$ cat config.mk
export PLATFORM = sky130hd
export DESIGN_NAME = twsc_front
export DESIGN_NICKNAME = d
export VERILOG_FILES = /design/src/hdl/assert_macros.svh /design/src/hdl/twsc_pkg.sv /design/src/hdl/twsc_front.sv
export SDC_FILE = /design/constraint.sdc
export NUM_CORES = 1
export LEC_CHECK = 0
export BUFFER_PORTS_ARGS = -buffer_cell sky130_fd_sc_hd__buf_2
export CAP_MARGIN = 40
export CORE_UTILIZATION = 50
export CTS_BUF_LIST = sky130_fd_sc_hd__clkbuf_4 sky130_fd_sc_hd__clkbuf_8 sky130_fd_sc_hd__clkbuf_16
export CTS_CLUSTER_SIZE = 28
export DETAILED_ROUTE_END_ITERATION = 6
export GPL_TIMING_DRIVEN = 1
export PLACE_DENSITY = 0.7
export SLEW_MARGIN = 20
export SYNTH_ARGS = -nofsm -noshare
export SYNTH_HDL_FRONTEND = slang
export SYNTH_SLANG_ARGS = --single-unit
$ cat constraint.sdc
create_clock -name clock -period 6.3 [get_ports clock]
set_input_delay 0.945 -clock clock [delete_from_list [all_inputs] [get_ports clock]]
set_output_delay 0.945 -clock clock [all_outputs]
set_load 0.01 [all_outputs]
$ cat src/hdl/assert_macros.svh
// Assertion macros used by the top-level RTL file.
`ifndef ASSERT_MACROS_SVH
`define ASSERT_MACROS_SVH

// Clocked check, quiet while reset is high.
`define TWSC_ASSERT(label, prop, msg) \
   label: assert property (@(posedge clock) disable iff (reset) prop) else $error(msg);

// Clocked check that also runs across reset.
`define TWSC_ASSERT_ALWAYS(label, prop, msg) \
   label: assert property (@(posedge clock) prop) else $error(msg);

`endif

$ cat src/hdl/twsc_pkg.sv
// Shared types, constants and helper functions of the text word statistics block.
package twsc_pkg;

   localparam int CountBits = 20;
   localparam int WordBytes = 49;
   localparam int Chunks    = 7;
   localparam int TopCount  = 5;

   localparam logic [1:0] CMD_BEGIN = 2'd0;
   localparam logic [1:0] CMD_TEXT  = 2'd1;
   localparam logic [1:0] CMD_END   = 2'd2;

   localparam logic [1:0] OP_BEGIN  = 2'd0;
   localparam logic [1:0] OP_LETTER = 2'd1;
   localparam logic [1:0] OP_OTHER  = 2'd2;
   localparam logic [1:0] OP_END    = 2'd3;

   localparam logic ITEM_SUMMARY = 1'b0;
   localparam logic ITEM_WORD    = 1'b1;

   typedef logic [CountBits-1:0] count_type;

   typedef struct packed {
      logic [1:0] kind;
      logic [7:0] ch;
      logic       is_space;
      logic       is_mark;
   } op_type;

   typedef struct packed {
      logic [5:0] len;
      count_type  cnt;
   } meta_type;

   typedef struct packed {
      logic       item_kind;
      count_type  letter_total;
      count_type  space_total;
      count_type  word_total;
      count_type  sentence_total;
      count_type  match_total;
      logic [2:0] rank;
      count_type  frequency;
      logic [63:0] text_chunk;
      logic [2:0] chunk_index;
      logic [5:0] word_length;
      logic       last;
   } rsp_type;

   function automatic count_type sat_inc(input count_type v);
      return (v == {CountBits{1'b1}}) ? v : v + count_type'(1);
   endfunction

   function automatic logic [7:0] lower_byte(input logic [7:0] c);
      return (c >= 8'h41 && c <= 8'h5a) ? c + 8'd32 : c;
   endfunction

   function automatic logic [63:0] lower_chunk(input logic [63:0] v);
      logic [63:0] r;
      for (int b = 0; b < 8; b++) begin
         r[b*8 +: 8] = lower_byte(v[b*8 +: 8]);
      end
      return r;
   endfunction

   // Keep the bytes of chunk k that lie below len.
   function automatic logic [63:0] chunk_mask(input logic [2:0] k, input logic [5:0] len);
      logic [63:0] m;
      for (int b = 0; b < 8; b++) begin
         m[b*8 +: 8] = ({k, 3'b000} + 6'(b) < len) ? 8'hff : 8'h00;
      end
      return m;
   endfunction

endpackage

$ cat src/hdl/twsc_front.sv
// Front end: accepts requests, classifies them and queues the operations.
module twsc_front (
   input  logic             clock,
   input  logic             reset,
   input  logic             req_valid,
   output logic             req_ready,
   input  logic [1:0]       req_cmd,
   input  logic [7:0]       req_byte,
   input  logic             op_pop,
   output logic             op_valid,
   output twsc_pkg::op_type op_head
);

   localparam int Depth = 4;

   twsc_pkg::op_type queue_ff [Depth];
   logic [1:0] wr_ptr_ff, wr_ptr_in;
   logic [1:0] rd_ptr_ff, rd_ptr_in;
   logic [2:0] fill_ff, fill_in;
   twsc_pkg::op_type op_new;
   logic push, alpha;

   assign req_ready = (fill_ff != 3'(Depth));
   assign op_valid  = (fill_ff != 3'd0);
   assign op_head   = queue_ff[rd_ptr_ff];

   always_comb begin
      alpha = (req_byte >= 8'h41 && req_byte <= 8'h5a) ||
              (req_byte >= 8'h61 && req_byte <= 8'h7a);
      op_new.ch       = twsc_pkg::lower_byte(req_byte);
      op_new.is_space = (req_byte >= 8'd9 && req_byte <= 8'd13) || req_byte == 8'd32;
      op_new.is_mark  = req_byte == 8'h2e || req_byte == 8'h21 || req_byte == 8'h3f;
      push = req_valid && req_ready;
      case (req_cmd)
         twsc_pkg::CMD_BEGIN: op_new.kind = twsc_pkg::OP_BEGIN;
         twsc_pkg::CMD_TEXT:  op_new.kind = alpha ? twsc_pkg::OP_LETTER : twsc_pkg::OP_OTHER;
         twsc_pkg::CMD_END:   op_new.kind = twsc_pkg::OP_END;
         default: begin
            // drop the unused command
            op_new.kind = twsc_pkg::OP_BEGIN;
            push = 1'b0;
         end
      endcase
      wr_ptr_in = wr_ptr_ff + (push ? 2'd1 : 2'd0);
      rd_ptr_in = rd_ptr_ff + (op_pop ? 2'd1 : 2'd0);
      fill_in   = fill_ff + (push ? 3'd1 : 3'd0) - (op_pop ? 3'd1 : 3'd0);
   end

   always_ff @(posedge clock) begin
      if (reset) begin
         wr_ptr_ff <= 2'd0;
         rd_ptr_ff <= 2'd0;
         fill_ff   <= 3'd0;
      end else begin
         wr_ptr_ff <= wr_ptr_in;
         rd_ptr_ff <= rd_ptr_in;
         fill_ff   <= fill_in;
      end
   end

   always_ff @(posedge clock) begin
      if (push) begin
         queue_ff[wr_ptr_ff] <= op_new;
      end
   end

endmodule

==> impl_metrics.csv <==
group,metric,value,unit
route,drt_iter0_markers,61,
synth,synth_xor_area_share,1.82,%
synth,synth_common_cells,"edfxtp_1 (48), mux4_2 (12), ha_1 (9)",
setup_path,critPathArrivalTime,1830,ps
global_route,track_usage,18.6,%
sta,fmax,0.361,GHz
route,vias_per_cell,5.78,
global_route,grt_antenna_before_repair,0,
route,drcViolationCount,1,
floorplanning,core-area,0.00447,mm²
setup_path,max_stage_delay,640,ps
placed_design,numPlacedInstances,219,
pwr,cellPowerDensity,292,mW/mm²
global_route,grt_pass1_vias,1321,
synth,yosys-top-cells-area,"edfxtp_1 (60%), mux4_2 (11%), dfxtp_1 (5.8%)",
placed_design,routabilityCongestion,0.795,
synth,synth_compound_area_share,4.28,%
route,wirelength,4.12,mm
synth,synthCells,140,
global_route,grt_pass1_wl,6.71,mm
clock_tree,ctsResizeCount,0,
layout,final_nets,198,
sta,hold_viol,0,
setup_path,crit_required,5350,ps
synth,async_flop_share,0,%
placed_design,hpwl,2.76,mm
global_route,overflow,0,
setup_path,critPathMaxFanout,7,
synth,synth-adder-area-share,5.53,%
sta,worst_pin_slew,699,ps
synth,synth.area.mux_share,11.7,%
layout,layout-drive-gt1-share,31.4,%
synth,postSynthNetCount,164,
sta,setup_tns,0,ps
min_path,min_from,"wr_ptr_ff[1]",
min_path,min_to,"wr_ptr_ff[1]",
setup_path,crit_buf_inv,2,
floorplanning,dieWidth,71.3,µm
synth,ys_seq_area_share,65.9,%
status,violations,"DRC",
clock_tree,post_cts_buffers,0,
setup_path,worstPathCellList,"buf_8, mux4_2, buf_2",
synth,netlist.top_cell.by_area,"edfxtp_1",
pwr,vdd_drop_max,164,µV
sta,max-slew-margin-rel,52.8,%
setup_path,r2r_slack,4190,ps
sta,setup_viol,0,
synth,yosysMostFrequentCell,"edfxtp_1",
synth,yosys_warnings,0,
clock_tree,clock_sinks,55,
sta,period_minus_slack,2770,ps
route,drtAntennaViolNets,0,
floorplanning,die-area,0.00508,mm²
sta,rsz0062_at_grt,"false",
min_path,hp-class,"flip-flop to flip-flop",
setup_path,crit_family,"flip-flops",
setup_path,cp_slowest_cell,"dfxtp_1",
sta,finalClockSkew,4.07,ps
route,via_count,1313,
sta,slew_violations,0,
floorplanning,die_y,71.3,µm
clock_tree,cts_inserted_buffers,5,
setup_path,end_kind,"primary output",
setup_path,cp-start-kind,"flip-flop",
sta,hold_slack,573,ps
floorplanning,io_pins,28,
synth,syn_avg_cell_area,17.1,µm²
clock_tree,cts_buffer_depth,2,
route,drtPass1Iterations,6,
sta,fin_crit_sh,44.0,%
placed_design,portBuffers,27,
setup_path,reg2reg_to,"fill_ff[2]",
job,timing.max_cap.violations,0,
global_route,grt_max_degree,16,
clock_tree,cts_tree,"done",
clock_tree,clk_pin_slew_worst_paths,90,ps
floorplanning,rows,24,
layout,area_growth,12.3,%
setup_path,rr_worst_depth,10,
pwr,p_leak,0.965,nW
route,avgRoutedWirePerCell,18.1,µm
synth,synth_top_area_share,60.1,%
clock_tree,clk_latency,300,ps
clock_tree,cts_root_buf,"clkbuf_8",
layout,instances_no_fill,227,
synth,synth_top_family_by_area,"multiplexers",
floorplanning,floorplan.initialDensity,53.6,%
setup_path,timing.rr.start,"fill_ff[1]",
status,status,"finished with violations",
setup_path,worstSetupPathType,"flip-flop to primary output",
synth,synth_ff_type,"edfxtp_1",
synth,yosys.area_share.simple,8.13,%
clock_tree,cts_max_level,2,
clock_tree,postCtsHoldBufs,0,
layout,antennaDiodeCount,0,
min_path,min_path_cells,2,
synth,synth_cell_types,35,
synth,synth.cell_area,0.00240,mm²
synth,synth-edff-count,48,
synth,ys_seq_elements,55,
[cells in the final DEF (no fill, tap or decap), drive strengths merged, types with 2 or more instances in the layout]
master and instances:
buf 31, nor3 2, clkbuf 7, nor2 8, inv 8, a31oi 2
o211ai 3, nand2b 2, mux4 12, nor3b 2, ha 9, and3 3
edfxtp 48, nor2b 4, dfxtp 7, nand2 2, a21oi 3, xnor2 5
nor4b 2
[layer usage]
layer | track usage [%] | vias to the layer above | share of wire [%]
li1 | - | 618 | -
met1 | 24.4 | 667 | 46
met2 | 30.4 | 23 | 50
met3 | 4.64 | 5 | 3.2
met4 | 6.67 | 0 | 1.3
met5 | 0 | - | 0
[worst reg2reg max path, delay by kind of cell (launching register included)]
family	cells	cell delay [ps]
XOR/XNOR	2	360
adder cells (fa/ha/maj)	3	880
buffers and inverters	1	40
flip-flops	1	390
AND/OR/NAND/NOR	4	330
[worst max path at each step]
stage / startpoint / to / cells past startpoint
CTS: rd_ptr_ff[0] / op_head[9] / 3
detailed placement: req_cmd[0] / fill_ff[2] / 10
finish: rd_ptr_ff[0] / op_head[9] / 3
global route: rd_ptr_ff[0] / op_head[9] / 3
global placement: req_cmd[0] / fill_ff[2] / 10
floorplan: req_cmd[0] / queue_ff[1][0] / 3
[area by class of cell]
class / instances / area [µm²]
Tap cell: 52 / 65.1
Sequential cell: 55 / 1580
Clock inverter: 1 / 5.00
Multi-Input combinational cell: 73 / 756
Timing Repair Buffer: 31 / 173
Fill cell: 340 / 1780
Inverter: 8 / 30.0
Clock buffer: 7 / 83.8
[state kept, by name, indices dropped and copies added (netlist names)]
register / flops
queue_ff: 48
fill_ff: 3
wr_ptr_ff: 2
rd_ptr_ff: 2
[cells by family after synthesis]
| logic type | after synthesis |
|---|---|
| and+or+nand+nor | 31 |
| DFF | 55 |
| AOI/OAI and AO/OA | 14 |
| adders and majority gates | 10 |
| buffers and inverters | 12 |
| muxes | 13 |
| xor gates and xnor gates | 5 |
[metrics by stage]
stage | util (%) | setup slack, ps | instance area (µm²) | power, mW
final | 60.2 | 3530 | 2690 | 0.788
after global routing | 60.2 | 3410 | 2690 | 0.828
after global placement | 57.9 | 3470 | 2590 | 0.596
after detailed placement | 58.2 | 3360 | 2610 | 0.606
after CTS | 60.2 | 3480 | 2690 | 0.794
after floorplan | - | 3560 | 2400 | 0.550
[report_power, final]
group	internal, mW	switching (mW)
clock	0.0868	0.105
sequential	0.430	0.0184
combinational	0.0728	0.0746
total	0.590	0.198
No activity file was read; power rests on OpenSTA's default activity.
